### config.mk
export PLATFORM = sky130hd
export DESIGN_NAME = bltsp_tokq
export DESIGN_NICKNAME = d
export VERILOG_FILES = /design/src/design/bltsp_pkg.sv /design/src/design/bltsp_tokq.sv
export SDC_FILE = /design/constraint.sdc
export NUM_CORES = 1
export LEC_CHECK = 0
export ABC_AREA = 1
export CAP_MARGIN = 25
export CORE_MARGIN = 1.5
export CORE_UTILIZATION = 36
export DETAILED_ROUTE_END_ITERATION = 12
export DONT_BUFFER_PORTS = 1
export PLACE_DENSITY = 0.48
export SYNTH_ARGS = -nofsm -noshare
export SYNTH_HDL_FRONTEND = slang
export SYNTH_SLANG_ARGS = --single-unit
### constraint.sdc
create_clock -name clk -period 2.4 [get_ports clk]
set_input_delay 0.12 -clock clk [delete_from_list [all_inputs] [get_ports clk]]
set_output_delay 0.12 -clock clk [all_outputs]
set_load 0.05 [all_outputs]
### src/design/bltsp_pkg.sv
package bltsp_pkg;

  // Frame limits and pixel width.
  localparam int MAX_WIDTH  = 1024;
  localparam int MAX_HEIGHT = 1024;
  localparam int PIXEL_BITS = 32;

  // Derived widths.
  localparam int COL_W      = $clog2(MAX_WIDTH);
  localparam int WDIM_W     = $clog2(MAX_WIDTH + 1);
  localparam int HDIM_W     = $clog2(MAX_HEIGHT + 1);
  localparam int ROW_W      = $clog2(MAX_HEIGHT + 2);
  localparam int CFG_DATA_W = 11;
  localparam int CFG_IDX_W  = 2;
  localparam int COUNT_W    = 21;

  localparam logic [COUNT_W-1:0] COUNT_MAX = '1;

  // Reset values of the frame size registers, already clamped to the limits.
  localparam int WIDTH_RST  = (MAX_WIDTH < 1024) ? MAX_WIDTH : 1024;
  localparam int HEIGHT_RST = (MAX_HEIGHT < 1024) ? MAX_HEIGHT : 1024;

  // Configuration register indexes.
  localparam logic [CFG_IDX_W-1:0] CFG_IDX_WIDTH   = 2'd0;
  localparam logic [CFG_IDX_W-1:0] CFG_IDX_HEIGHT  = 2'd1;
  localparam logic [CFG_IDX_W-1:0] CFG_IDX_SUBPASS = 2'd2;

  // Queue geometry, shared by the token queue and the result queue.
  localparam int Q_DEPTH = 4;
  localparam int Q_PTR_W = $clog2(Q_DEPTH);
  localparam int Q_CNT_W = $clog2(Q_DEPTH + 1);

  // Thinning templates. Mask bits from bit 0 up: top-left, left, bottom-left,
  // bottom, bottom-right, right, top-right, top.
  localparam logic [7:0] TMPL_ON [8] = '{
    8'd40, 8'd10, 8'd130, 8'd160, 8'd42, 8'd138, 8'd162, 8'd168
  };
  localparam logic [7:0] TMPL_OFF [8] = '{
    8'd131, 8'd224, 8'd56, 8'd14, 8'd128, 8'd32, 8'd8, 8'd2
  };

  typedef struct packed {
    logic               op;
    logic signed [31:0] pixel;
  } in_item_t;

  typedef struct packed {
    logic signed [31:0]   pixel_out;
    logic                 was_deleted;
    logic                 frame_last;
    logic [COUNT_W-1:0]   deletion_count;
  } out_item_t;

  // One classified stream word, handed from the front end to the back end.
  typedef struct packed {
    logic [PIXEL_BITS-1:0] value;
    logic [COL_W-1:0]      col;
    logic                  emit;
    logic                  last;
    logic                  has_l;
    logic                  has_r;
    logic                  has_t;
    logic                  has_b;
  } token_t;

  // Frame control seen by the back end.
  typedef struct packed {
    logic       restart;
    logic [1:0] subpass;
  } ctl_t;

  function automatic logic tmpl_hit(logic [2:0] t, logic [7:0] m);
    return ((m & TMPL_ON[t]) == TMPL_ON[t]) && ((m & TMPL_OFF[t]) == 8'd0);
  endfunction

  // A subpass uses templates s, s+1 (mod 4) and s+4.
  function automatic logic subpass_delete(logic [1:0] s, logic [7:0] m);
    logic [1:0] s_next;
    s_next = s + 2'd1;
    return tmpl_hit({1'b0, s}, m) || tmpl_hit({1'b0, s_next}, m) ||
           tmpl_hit({1'b1, s}, m);
  endfunction

endpackage

### src/design/bltsp_tokq.sv
module bltsp_tokq (
  input  logic              clk,
  input  logic              rst_n,
  input  logic              wr_en,
  input  bltsp_pkg::token_t wr_data,
  output logic              full,
  input  logic              rd_en,
  output logic              empty,
  output bltsp_pkg::token_t rd_data
);
  import bltsp_pkg::*;

  token_t             mem_r [Q_DEPTH];
  logic [Q_PTR_W-1:0] wr_ptr_r, rd_ptr_r;
  logic [Q_CNT_W-1:0] count_r, count_nxt;

  assign full    = count_r == Q_CNT_W'(Q_DEPTH);
  assign empty   = count_r == '0;
  assign rd_data = mem_r[rd_ptr_r];

  // Occupancy follows the push and pop strobes.
  always_comb begin
    count_nxt = count_r;
    if (wr_en && !rd_en) begin
      count_nxt = count_r + Q_CNT_W'(1);
    end else if (rd_en && !wr_en) begin
      count_nxt = count_r - Q_CNT_W'(1);
    end
  end

  always_ff @(posedge clk) begin
    if (!rst_n) begin
      wr_ptr_r <= '0;
      rd_ptr_r <= '0;
      count_r  <= '0;
    end else begin
      if (wr_en) begin
        wr_ptr_r <= wr_ptr_r + Q_PTR_W'(1);
      end
      if (rd_en) begin
        rd_ptr_r <= rd_ptr_r + Q_PTR_W'(1);
      end
      count_r <= count_nxt;
    end
  end

  // Storage.
  always_ff @(posedge clk) begin
    if (wr_en) begin
      mem_r[wr_ptr_r] <= wr_data;
    end
  end

  // The front end only pushes a word while there is room.
  a_no_overflow: assert property (@(posedge clk) disable iff (!rst_n)
    wr_en |-> !full)
    else $error("token queue overflow");

endmodule

==> results.txt, run 1 <==
----------------------------------------------------
[Layout]
  Final cell count without fillers ... 923
  Net count of the finished layout ... 689
  Utilization after layout ... 45.56%
  Seq. cell area ... 0.005951 mm^2
  Synth-to-Final Area Change ... 24.89%
  Filler Cells Inserted ... 1,871
  Ratio of cells with drive above 1 in the final layout ... 18.08%
  Multi-input combinational cell area ... 0.001378 mm^2

[STA]
  Remaining max-slew budget at the tightest pin ... 42.94%
  Final clock skew ... 0.006210 ns
  Fin crit period ... 2.223 ns
  Fraction of the cycle the final worst path needs ... 92.62%
  Slack of the critical path ... 0.1772 ns
  RSZ-0062 raised after global routing ... no
  Setup Total Neg Slack ... 0 ns
  Slew at the pin with the worst max-slew slack ... 0.8512 ns
  Max-slew violation count ... 0
  Number of endpoints failing setup at the final stage ... 0
  Max Freq ... 449.9 MHz
  Count of final hold-check violations ... 0

[Die]
  Top-level port count ... 102
  Width of the die ... 148.5 um
  Full die area ... 0.02205 mm^2
  Number of placement rows ... 53
  Effective utilization at floorplan ... 36.48%
  Die height ... 148.5 um
  Core outline area ... 0.02089 mm^2

[Global routing]
  Via count of the first global-routing pass ... 4,726
  First-pass GRT wire length ... 26.06 mm
  Antenna violations before repair ... 1
  Largest net degree at the start of global routing ... 97
  Global router's overall resource usage ... 15.32%
  Gr ovfl total ... 0

[Power]
  Power density over the cells ... 903.6 mW/mm^2
  Cell internal pwr ... 6413 uW
  Sequential Power Share ... 47.1%
  Fraction of power consumed by the clock network ... 39.2%
  Worst voltage drop across the vdd grid ... 0.4569 mV
  Net switching share of the total power ... 25.42%
  Power spent charging and discharging nets ... 2186 uW
  Standby leakage power ... 0.003290 uW
  Portion of total power attributed to combinational logic ... 13.7%

[Worst setup path]
  Most prevalent standard cell on the critical path ... sky130_fd_sc_hd__buf_4
  Slowest Stage Delay on Critical Path ... 0.41 ns
  Critical Path, Cell by Cell ... inv_2 -> buf_4 -> o21ai_0 -> o22ai_1 -> buf_4
  Critical path peak fanout ... 16
  Launching element type of the critical path ... register
  Critical Path AT ... 2.10 ns
  Crit. End Element ... output port
  Worst Setup Path Type ... reg2out
  Data required, critical path ... 2.28 ns
  Slowest CP cell ... sky130_fd_sc_hd__dfxtp_2

[Placement]
  IO Port Bufs ... 0
  Worst setup slack after placement ... 0.6233 ns
  Placed wire-length estimate ... 9.655 mm
  Number of instances in the placed design ... 831
  RD Place Congestion ... 0.7146

[Synthesis]
  Synth warn ... 0
  Netlist area before placement ... 0.007620 mm^2
  Net Count, Synth ... 581
  Synthesized area per cell ... 14.57 um^2
  Distinct cell type count of the synthesized netlist ... 24
  Portion of the post-synthesis area used by sequential elements ... 78.03%
  Synthesized netlist cell count ... 523
  Synthesis-stage register bit count ... 201

[Clocking]
  Clock buffer depth ... 3
  Number of buffers added by the clock tree synthesis step ... 22
  Number of levels in the clock H-tree ... 1
  Clock transition at path regs ... 0.06 ns
  Root buffer selected by CTS ... sky130_fd_sc_hd__clkbuf_16
  TritonCTS clock tree ... built
  Source-to-sink clock delay at the later pin of the worst-skew pair ... 0.49 ns
  Total clock sinks ... 201

[Routing]
  DR vias ... 4,589
  WL/cell ... 17.97 um
  Routed Antenna Nets ... 0
  DRC ... 0
  Via density per instance ... 4.972
  Number of detailed-routing iterations run before antenna repair ... 4
  Number of DRC markers in iteration 0 ... 333
  Routed Wire Length ... 16.59 mm

[Outcome]
  Status ... complete, no violations

[Job]
  Number of maximum-capacitance violations ... 0

[Min path]
  Type of the most critical hold path ... in2reg

----------------------------------------------------
-- state kept, by name, summed over array words and instances (netlist names), named ones only --
name      flops
mem_r       192
count_r       3
rd_ptr_r      2
wr_ptr_r      2
-- cell usage in the layout (no fill, tap or decap) --
cell | Yosys | final
sky130_fd_sc_hd__clkbuf_16 | 0 | 23
sky130_fd_sc_hd__clkinv_1 | 0 | 2
sky130_fd_sc_hd__clkinv_2 | 0 | 7
sky130_fd_sc_hd__inv_1 | 15 | 11
sky130_fd_sc_hd__nand2_1 | 9 | 9
sky130_fd_sc_hd__buf_12 | 2 | 4
sky130_fd_sc_hd__o21ai_0 | 93 | 93
sky130_fd_sc_hd__bufinv_16 | 0 | 3
sky130_fd_sc_hd__nor3_1 | 2 | 1
sky130_fd_sc_hd__nand3_1 | 1 | 1
sky130_fd_sc_hd__dfxtp_4 | 0 | 1
sky130_fd_sc_hd__dfxtp_2 | 0 | 1
sky130_fd_sc_hd__nand4_1 | 1 | 1
sky130_fd_sc_hd__a21oi_1 | 4 | 4
sky130_fd_sc_hd__clkbuf_1 | 4 | 4
sky130_fd_sc_hd__nor2_2 | 10 | 10
sky130_fd_sc_hd__ha_1 | 5 | 5
sky130_fd_sc_hd__diode_2 | 0 | 1
sky130_fd_sc_hd__dfxtp_1 | 9 | 7
sky130_fd_sc_hd__fa_1 | 1 | 1
sky130_fd_sc_hd__inv_2 | 1 | 5
sky130_fd_sc_hd__inv_6 | 1 | 1
sky130_fd_sc_hd__clkinv_4 | 0 | 1
sky130_fd_sc_hd__nor3_2 | 0 | 1
sky130_fd_sc_hd__o22ai_1 | 48 | 48
sky130_fd_sc_hd__o21ai_1 | 9 | 9
sky130_fd_sc_hd__dlygate4sd3_1 | 0 | 51
sky130_fd_sc_hd__nor2_1 | 91 | 91
sky130_fd_sc_hd__buf_4 | 3 | 60
sky130_fd_sc_hd__edfxtp_1 | 192 | 192
-- area by class of cell --
| type | count | area share, % |
|---|---|---|
| inverters | 17 | 0.7231 |
| diodes | 1 | 0.02630 |
| repair buffers | 115 | 10.94 |
| well taps | 275 | 3.616 |
| flip-flops and latches | 201 | 62.53 |
| multi-input cells | 274 | 14.48 |
| clock buffers | 27 | 6.206 |
| clock inverters | 13 | 1.486 |
-- power by group through the flow --
| stage | clock (uW) | combinational (uW) | sequential [uW] |
|---|---|---|---|
| after detailed placement | 0 | 1090 | 4120 |
| after CTS | 3440 | 1200 | 4050 |
| after global placement | 0 | 1080 | 4120 |
| after global routing | 3580 | 1260 | 4060 |
| after floorplan | 0 | 781 | 4110 |
| final | 3370 | 1180 | 4050 |
-- Yosys cell counts (all sizes together) --
| cell | instances | area share, % |
|---|---|---|
| buf | 19 | 2.2 |
| nor2 | 101 | 5.3 |
| o22ai | 48 | 3.9 |
| ha | 5 | 0.82 |
| edfxtp | 192 | 76 |
| clkbuf | 12 | 0.82 |
| o21ai | 102 | 6.7 |
| a21oi | 4 | 0.26 |
| nand4 | 1 | 0.082 |
| nand3 | 1 | 0.066 |
| inv | 17 | 0.90 |
| nand2 | 9 | 0.44 |
| fa | 1 | 0.26 |
| dfxtp | 9 | 2.4 |
| nor3 | 2 | 0.13 |
-- stage by stage --
stage	hold slack, ns	power, uW	instance area, um^2
2_1_floorplan	0.2189	4893	7620
5_1_grt	0.03699	8908	9517
4_1_cts	0.01189	8689	9514
3_5_place_dp	0.2190	5214	8272
3_3_place_gp	0.2191	5203	8272
6_report	0.02660	8599	9517
-- repair_timing --
item,CTS,global route
gates resized for setup,0,0
endpoints found under the hold margin,201,0
buffers inserted,0,0
hold buffers,51,0
-- cell families after synthesis --
kind of cell             synth area share (%)
flip-flops                              78.03
AND/OR/NAND/NOR                         6.026
adder cells (fa/ha/maj)                 1.084
AO/OA/AOI/OAI                           10.90
buffers and inverters                   3.957
-- metal layers --
layer  global-route usage (%)  routed length (um)
met5                        0                   0
met4                    5.198                 402
met3                    3.190                 860
met2                    24.84                7864
met1                    20.58                7462
-- path summary, 6_finish.rpt --
path	from	to	slack [ns]	depth (start not counted)
worst max-delay path	register	rd_data[42]	0.18	5
worst min-delay path	wr_en	mem_r[0][40]$_DFFE_PP_	0.03	2
worst max register to register	wr_ptr_r[1]$_SDFFE_PN0P_	mem_r[1][6]$_DFFE_PP_	0.78	5
worst min register to register	rd_ptr_r[1]$_SDFFE_PN0P_	register	0.45	1
-- critical path, delay by kind of cell (launching register included) --
kind	cells	cell delay, ns
buf+inv	3	0.83
flops	1	0.41
compound gates	2	0.36
(Power assumes the default switching activity.)
==> run 2, diff against run 1 <==
--- a/config.mk
+++ b/config.mk
@@ -6,12 +6,12 @@
 export NUM_CORES = 1
 export LEC_CHECK = 0
 export ABC_AREA = 1
-export CAP_MARGIN = 25
+export CAP_MARGIN = 20
 export CORE_MARGIN = 1.5
 export CORE_UTILIZATION = 36
 export DETAILED_ROUTE_END_ITERATION = 12
 export DONT_BUFFER_PORTS = 1
-export PLACE_DENSITY = 0.48
+export PLACE_DENSITY = 0.5
 export SYNTH_ARGS = -nofsm -noshare
 export SYNTH_HDL_FRONTEND = slang
 export SYNTH_SLANG_ARGS = --single-unit
==> constraint.sdc (replaced) <==
create_clock -name clk -period 1.8 [get_ports clk]
set_input_delay 0.09 -clock clk [delete_from_list [all_inputs] [get_ports clk]]
set_output_delay 0.09 -clock clk [all_outputs]
set_load 0.05 [all_outputs]
==> run 2 against run 1 <==
  * Register-to-register slack lost 0.52 ns
  * The flow now finishes with violations (setup timing)
  * Critical path type unchanged
  * Final area grew 12%
  * Critical endpoint is now rd_data[43]
  * Die area is the same
==> results.txt, run 2 (synthesis results as in run 1) <==
----------------------------------------------------
[Routing]
  WL/cell ... 20.18 um (was 17.97 um)
  Routed Antenna Nets ... 0 (unchanged)
  DRC ... 0 (unchanged)
  Number of DRC markers in iteration 0 ... 199 (was 333)
  Number of detailed-routing iterations run before antenna repair ... 4 (unchanged)
  Via density per instance ... 5.077 (was 4.972)
  Routed Wire Length ... 19.33 mm (was 16.59 mm)
  DR vias ... 4,864 (was 4,589)

[Die]
  Effective utilization at floorplan ... 36.48% (unchanged)
  Width of the die ... 148.5 um (unchanged)
  Core outline area ... 0.02089 mm^2 (unchanged)
  Number of placement rows ... 53 (unchanged)
  Die height ... 148.5 um (unchanged)
  Top-level port count ... 102 (unchanged)
  Full die area ... 0.02205 mm^2 (unchanged)

[Worst setup path]
  Critical path peak fanout ... 10 (was 16)
  Launching element type of the critical path ... register (unchanged)
  Critical Path AT ... 1.75 ns (was 2.10 ns)
  Reg-to-reg critical path startpoint ... wr_ptr_r[0]$_SDFFE_PN0P_ (was wr_ptr_r[1]$_SDFFE_PN0P_)
  Data required, critical path ... 1.71 ns (was 2.28 ns)
  Crit. End Element ... output port (unchanged)
  Worst Setup Path Type ... reg2out (unchanged)

[STA]
  Number of endpoints failing setup at the final stage ... 26 (was 0)
  RSZ-0062 raised after global routing ... yes (was no)
  Fin crit period ... 1.841 ns
  Setup Total Neg Slack ... -0.5090 ns (was 0 ns)
  Max Freq ... 543.1 MHz
  Fraction of the cycle the final worst path needs ... 102.3%
  Remaining max-slew budget at the tightest pin ... 67.26% (was 42.94%)
  Count of final hold-check violations ... 0 (unchanged)
  Slew at the pin with the worst max-slew slack ... 0.4912 ns (was 0.8512 ns)
  Slack of the critical path ... -0.04124 ns (was 0.1772 ns)
  Final clock skew ... 0.006110 ns (was 0.006210 ns)
  Max-slew violation count ... 0 (unchanged)

[Layout]
  Most common library cell in the layout ignoring fill and taps ... sky130_fd_sc_hd__edfxtp_1 (unchanged)
  Synth-to-Final Area Change ... 39.29% (was 24.89%)
  Net count of the finished layout ... 725 (was 689)
  Registers with the most flip-flops ... mem_r (192), count_r (3) (unchanged)
  Top library cells by usage in the layout, fill and taps aside ... sky130_fd_sc_hd__edfxtp_1 (192), sky130_fd_sc_hd__nor2_1 (71), sky130_fd_sc_hd__dlygate4sd3_1 (52) (was sky130_fd_sc_hd__edfxtp_1 (192), sky130_fd_sc_hd__o21ai_0 (93), sky130_fd_sc_hd__nor2_1 (91))
  Ratio of cells with drive above 1 in the final layout ... 32.26% (was 18.08%)
  Max FFs per register ... 192 (unchanged)
  Utilization after layout ... 50.81% (was 45.56%)
  Largest Register ... mem_r (unchanged)

[Outcome]
  Violations in the final reports ... setup timing
  Status ... finished with violations (was complete, no violations)

[Global routing]
  Global router's overall resource usage ... 16.88% (was 15.32%)
  Antenna violations before repair ... 1 (unchanged)
  Gr ovfl total ... 0 (unchanged)
  First-pass GRT wire length ... 28.19 mm (was 26.06 mm)
  Via count of the first global-routing pass ... 4,926 (was 4,726)
  Largest net degree at the start of global routing ... 33 (was 97)

[Clocking]
  Source-to-sink clock delay at the later pin of the worst-skew pair ... 0.49 ns (about the same)
  Number of buffers added by the clock tree synthesis step ... 22 (unchanged)
  Clock buffer depth ... 3 (unchanged)
  Total clock sinks ... 201 (unchanged)
  Number of levels in the clock H-tree ... 1 (unchanged)
  TritonCTS clock tree ... built (unchanged)
  Clock transition at path regs ... 0.06 ns (about the same)
  Root buffer selected by CTS ... sky130_fd_sc_hd__clkbuf_16 (unchanged)

[Power]
  Standby leakage power ... 0.003685 uW (was 0.003290 uW)
  Worst voltage drop across the vdd grid ... 0.5919 mV (was 0.4569 mV)
  Power density over the cells ... 1126 mW/mm^2 (was 903.6 mW/mm^2)

[Job]
  Number of maximum-capacitance violations ... 0 (unchanged)

[Placement]
  IO Port Bufs ... 0 (unchanged)
  Placed wire-length estimate ... 9.532 mm (was 9.655 mm)
  RD Place Congestion ... 0.7220 (was 0.7146)

[Min path]
  Worst hold path startpoint ... wr_en (unchanged)
  Type of the most critical hold path ... in2reg (unchanged)

----------------------------------------------------
[run 2: cell type report]
class                   count  area (um^2)
diodes                      1        2.502
clock buffers              35        630.6
clock inverters             4        98.84
fillers                  1755        10270
inverters                  17        112.6
multi-input cells         274         1709
flip-flops and latches    201         5953
well taps                 275        344.1
repair buffers            148         1710
repair inverters            3        52.55
[run 2: worst max-delay path, cell delays in order (launching register included)]
cell and delay [ns]:
sky130_fd_sc_hd__dfxtp_4 0.40, sky130_fd_sc_hd__buf_12 0.18, sky130_fd_sc_hd__clkinv_16 0.10, sky130_fd_sc_hd__buf_12 0.16
sky130_fd_sc_hd__o21ai_2 0.15, sky130_fd_sc_hd__o22ai_2 0.10, sky130_fd_sc_hd__buf_6 0.16
[run 2: report_power, final]
| part | leakage [uW] | internal [uW] | switching [uW] |
|---|---|---|---|
| Clock | 0.000350 | 2820 | 1680 |
| Sequential | 0.00184 | 5340 | 70.5 |
| Combinational | 0.00150 | 733 | 1300 |
| Total | 0.00368 | 8900 | 3050 |
[run 2: path summary, 6_finish.rpt]
kind	slack, ns	endpoint	depth (start not counted)
hold / removal	0.007	mem_r[2][38]$_DFFE_PP_	2
setup reg to reg	0.26	mem_r[0][41]$_DFFE_PP_	5
hold reg to reg	0.44	register	1
setup / recovery	-0.04	rd_data[43]	6
[run 2: stage by stage]
step | power (uW) | hold WS (ns) | worst slack, ns | instances | instance area [um^2]
after global placement | 6947 | 0.1890 | 0.1903 | 837 | 8352
after CTS | 11880 | 0.0004334 | -0.08241 | 954 | 10140
after detailed placement | 6971 | 0.1890 | 0.2082 | 837 | 8352
after global routing | 12350 | 0.01759 | -0.1050 | 958 | 10610
after floorplan | 6526 | 0.1889 | 0.03616 | 523 | 7635
final | 11950 | 0.006654 | -0.04124 | 958 | 10610
[run 2: timing repair]
item,CTS,global route
hold buffers,52,0
pin swaps,16,25
buffers inserted,16,0
gates resized for setup,49,143
gates cloned,10,5
hold endpoints to repair,201,0
setup endpoints to repair,48,48
[run 2: per-layer routing]
layer  wire (um)  global-route usage, %  up-vias
met5           0                      0        -
met4         261                  3.861        0
met3         993                  2.761       24
met2        9293                  27.60      142
met1        8784                  23.70     2438
li1            -                      -     2260
==> run 3, diff against run 2 <==
--- a/config.mk
+++ b/config.mk
@@ -11,7 +11,7 @@
 export CORE_UTILIZATION = 36
 export DETAILED_ROUTE_END_ITERATION = 12
 export DONT_BUFFER_PORTS = 1
-export PLACE_DENSITY = 0.5
+export PLACE_DENSITY = 0.48
 export SYNTH_ARGS = -nofsm -noshare
 export SYNTH_HDL_FRONTEND = slang
 export SYNTH_SLANG_ARGS = --single-unit
==> constraint.sdc (replaced) <==
create_clock -name clk -period 1.88 [get_ports clk]
set_input_delay 0.094 -clock clk [delete_from_list [all_inputs] [get_ports clk]]
set_output_delay 0.094 -clock clk [all_outputs]
set_load 0.05 [all_outputs]
==> run 3 against run 2 <==
  * Critical path type unchanged
  * The run now ends clean
  * Global-route usage is 0.93 points lower
  * Highest routed layer unchanged
  * Worst hold slack better by 0.081 ns
  * Largest cell class unchanged
  * Clock power is 8.0% lower
  * First-iteration DRC count is 11% higher
  * Sequential power is 4.4% lower
  * Routed wire length is 2.0% lower
==> results.txt, run 3 (synthesis results as in run 1) <==
----------------------------------------------------
[STA]
  Final worst hold slack ... 0.08814 ns (was 0.006654 ns)
  Count of final hold-check violations ... 0 (unchanged)
  Fraction of the cycle the final worst path needs ... 99.48%
  Max-slew violation count ... 0 (unchanged)
  Number of endpoints failing setup at the final stage ... 0 (was 26)
  Final clock skew ... 0.01557 ns (was 0.006110 ns)
  Remaining max-slew budget at the tightest pin ... 76.51% (was 67.26%)
  Slack of the critical path ... 0.009868 ns (was -0.04124 ns)
  Fin crit period ... 1.870 ns
  Max Freq ... 534.7 MHz
  Setup Total Neg Slack ... 0 ns (was -0.5090 ns)
  Slew at the pin with the worst max-slew slack ... 0.3524 ns (was 0.4912 ns)
  RSZ-0062 raised after global routing ... yes (unchanged)

[Die]
  Full die area ... 0.02205 mm^2 (unchanged)
  Core outline area ... 0.02089 mm^2 (unchanged)
  Number of placement rows ... 53 (unchanged)
  Width of the die ... 148.5 um (unchanged)
  Top-level port count ... 102 (unchanged)
  Effective utilization at floorplan ... 36.48% (unchanged)
  Die height ... 148.5 um (unchanged)

[Layout]
  Most common library cell in the layout ignoring fill and taps ... sky130_fd_sc_hd__edfxtp_1 (unchanged)
  Count of antenna diodes in the layout ... 0 (was 1)
  Area of all placed cells without fillers ... 0.01006 mm^2 (was 0.01061 mm^2)
  Seq. cell area ... 0.005953 mm^2 (unchanged)
  Synth-to-Final Area Change ... 32.00% (was 39.29%)
  Ratio of cells with drive above 1 in the final layout ... 24.10% (was 32.26%)
  Net count of the finished layout ... 710 (was 725)
  Filler Cells Inserted ... 1,830 (was 1,755)
  Top library cells by usage in the layout, fill and taps aside ... sky130_fd_sc_hd__edfxtp_1 (192), sky130_fd_sc_hd__nor2_1 (88), sky130_fd_sc_hd__o21ai_0 (65) (was sky130_fd_sc_hd__edfxtp_1 (192), sky130_fd_sc_hd__nor2_1 (71), sky130_fd_sc_hd__dlygate4sd3_1 (52))
  Registers with the most flip-flops ... mem_r (192), count_r (3) (unchanged)
  Max FFs per register ... 192 (unchanged)
  Largest Register ... mem_r (unchanged)
  Multi-input combinational cell area ... 0.001479 mm^2 (was 0.001709 mm^2)

[Worst setup path]
  Worst Setup Path Type ... reg2out (unchanged)
  Critical path peak fanout ... 14 (was 10)
  Crit. End Element ... output port (unchanged)
  Data required, critical path ... 1.79 ns (was 1.71 ns)
  Critical Path AT ... 1.78 ns (was 1.75 ns)
  Launching element type of the critical path ... register (unchanged)

[Power]
  Power density over the cells ... 1100 mW/mm^2 (was 1126 mW/mm^2)
  Worst voltage drop across the vdd grid ... 0.6820 mV (was 0.5919 mV)
  Final Total Pwr ... 11,070 uW (was 11,950 uW)
  Standby leakage power ... 0.003509 uW (was 0.003685 uW)

[Placement]
  Total placed instance area ... 0.008341 mm^2 (was 0.008352 mm^2)
  IO Port Bufs ... 0 (unchanged)
  Placed wire-length estimate ... 9.226 mm (was 9.532 mm)
  RD Place Congestion ... 0.7252 (was 0.7220)
  Worst setup slack after placement ... 0.2936 ns (was 0.2082 ns)

[Clocking]
  TritonCTS clock tree ... built (unchanged)
  Number of buffers added by the clock tree synthesis step ... 22 (unchanged)
  Total clock sinks ... 201 (unchanged)
  Clock buffer depth ... 3 (unchanged)
  Clock transition at path regs ... 0.06 ns (about the same)
  Root buffer selected by CTS ... sky130_fd_sc_hd__clkbuf_16 (unchanged)
  Number of levels in the clock H-tree ... 1 (unchanged)
  Source-to-sink clock delay at the later pin of the worst-skew pair ... 0.50 ns (was 0.49 ns)

[Global routing]
  Global router's overall resource usage ... 15.94% (was 16.88%)
  First-pass GRT wire length ... 26.51 mm (was 28.19 mm)
  Via count of the first global-routing pass ... 4,762 (was 4,926)
  Largest net degree at the start of global routing ... 51 (was 33)
  Antenna violations before repair ... 0 (was 1)
  Gr ovfl total ... 0 (unchanged)

[Outcome]
  Status ... complete, no violations (was finished with violations)

[Routing]
  Number of DRC markers in iteration 0 ... 220 (was 199)
  Number of detailed-routing iterations run before antenna repair ... 4 (unchanged)
  DR vias ... 4,754 (was 4,864)
  Routed Antenna Nets ... 0 (unchanged)
  DRC ... 0 (unchanged)
  Routed Wire Length ... 18.94 mm (was 19.33 mm)
  WL/cell ... 20.08 um (was 20.18 um)
  Via density per instance ... 5.041 (was 5.077)

[Job]
  Number of maximum-capacitance violations ... 0 (unchanged)

[Min path]
  Type of the most critical hold path ... in2reg (unchanged)

----------------------------------------------------
run 3: area by class of cell:
class,instances,share of cell area [%]
flip-flops and latches,201,59.19
multi-input cells,274,14.70
repair buffers,133,14.24
clock buffers,25,5.797
well taps,275,3.421
clock inverters,15,1.207
inverters,17,1.132
repair inverters,3,0.3110
run 3: path summary, 6_finish.rpt:
kind	from	endpoint	slack (ns)	depth (start not counted)
worst max-delay path	register	rd_data[17]	0.01	6
worst min-delay path	wr_en	mem_r[3][39]$_DFFE_PP_	0.09	3
worst max register to register	wr_ptr_r[0]$_SDFFE_PN0P_	mem_r[0][2]$_DFFE_PP_	0.43	5
worst min register to register	rd_ptr_r[1]$_SDFFE_PN0P_	register	0.45	1
run 3: timing repair:
item	CTS	global route
hold buffers	51	0
hold endpoints to repair	201	0
gates resized for setup	14	69
pin swaps	2	7
setup endpoints to repair	41	47
setup buffers	2	1
gates cloned	3	10
run 3: metal layers:
layer | vias to the layer above | wire, um | track usage, %
met5 | - | 0 | 0
met3 | 25 | 1062 | 3.160
met1 | 2380 | 8411 | 21.29
met2 | 132 | 9167 | 26.58
met4 | 0 | 295 | 4.455
li1 | 2217 | - | -
run 3: power by group:
| group | internal [uW] | switching (uW) | leakage, uW | total (uW) |
|---|---|---|---|---|
| combinational | 572 | 1170 | 0.00132 | 1740 |
| clock | 2490 | 1660 | 0.000351 | 4150 |
| sequential | 5110 | 64.0 | 0.00184 | 5170 |
run 3: critical path, cell delays in order (launching register included):
cell and delay, ns:
sky130_fd_sc_hd__dfxtp_4 0.42, sky130_fd_sc_hd__buf_12 0.17, sky130_fd_sc_hd__clkinv_16 0.08, sky130_fd_sc_hd__buf_16 0.16, sky130_fd_sc_hd__nor2_1 0.14, sky130_fd_sc_hd__o22ai_2 0.11, sky130_fd_sc_hd__buf_4 0.19
run 3: stage by stage:
stage / instances / util, %
after floorplan: 523 / -
after global placement: 836 / 39.93
after detailed placement: 836 / 39.93
after CTS: 932 / 46.46
after global routing: 943 / 48.15
final: 943 / 48.15
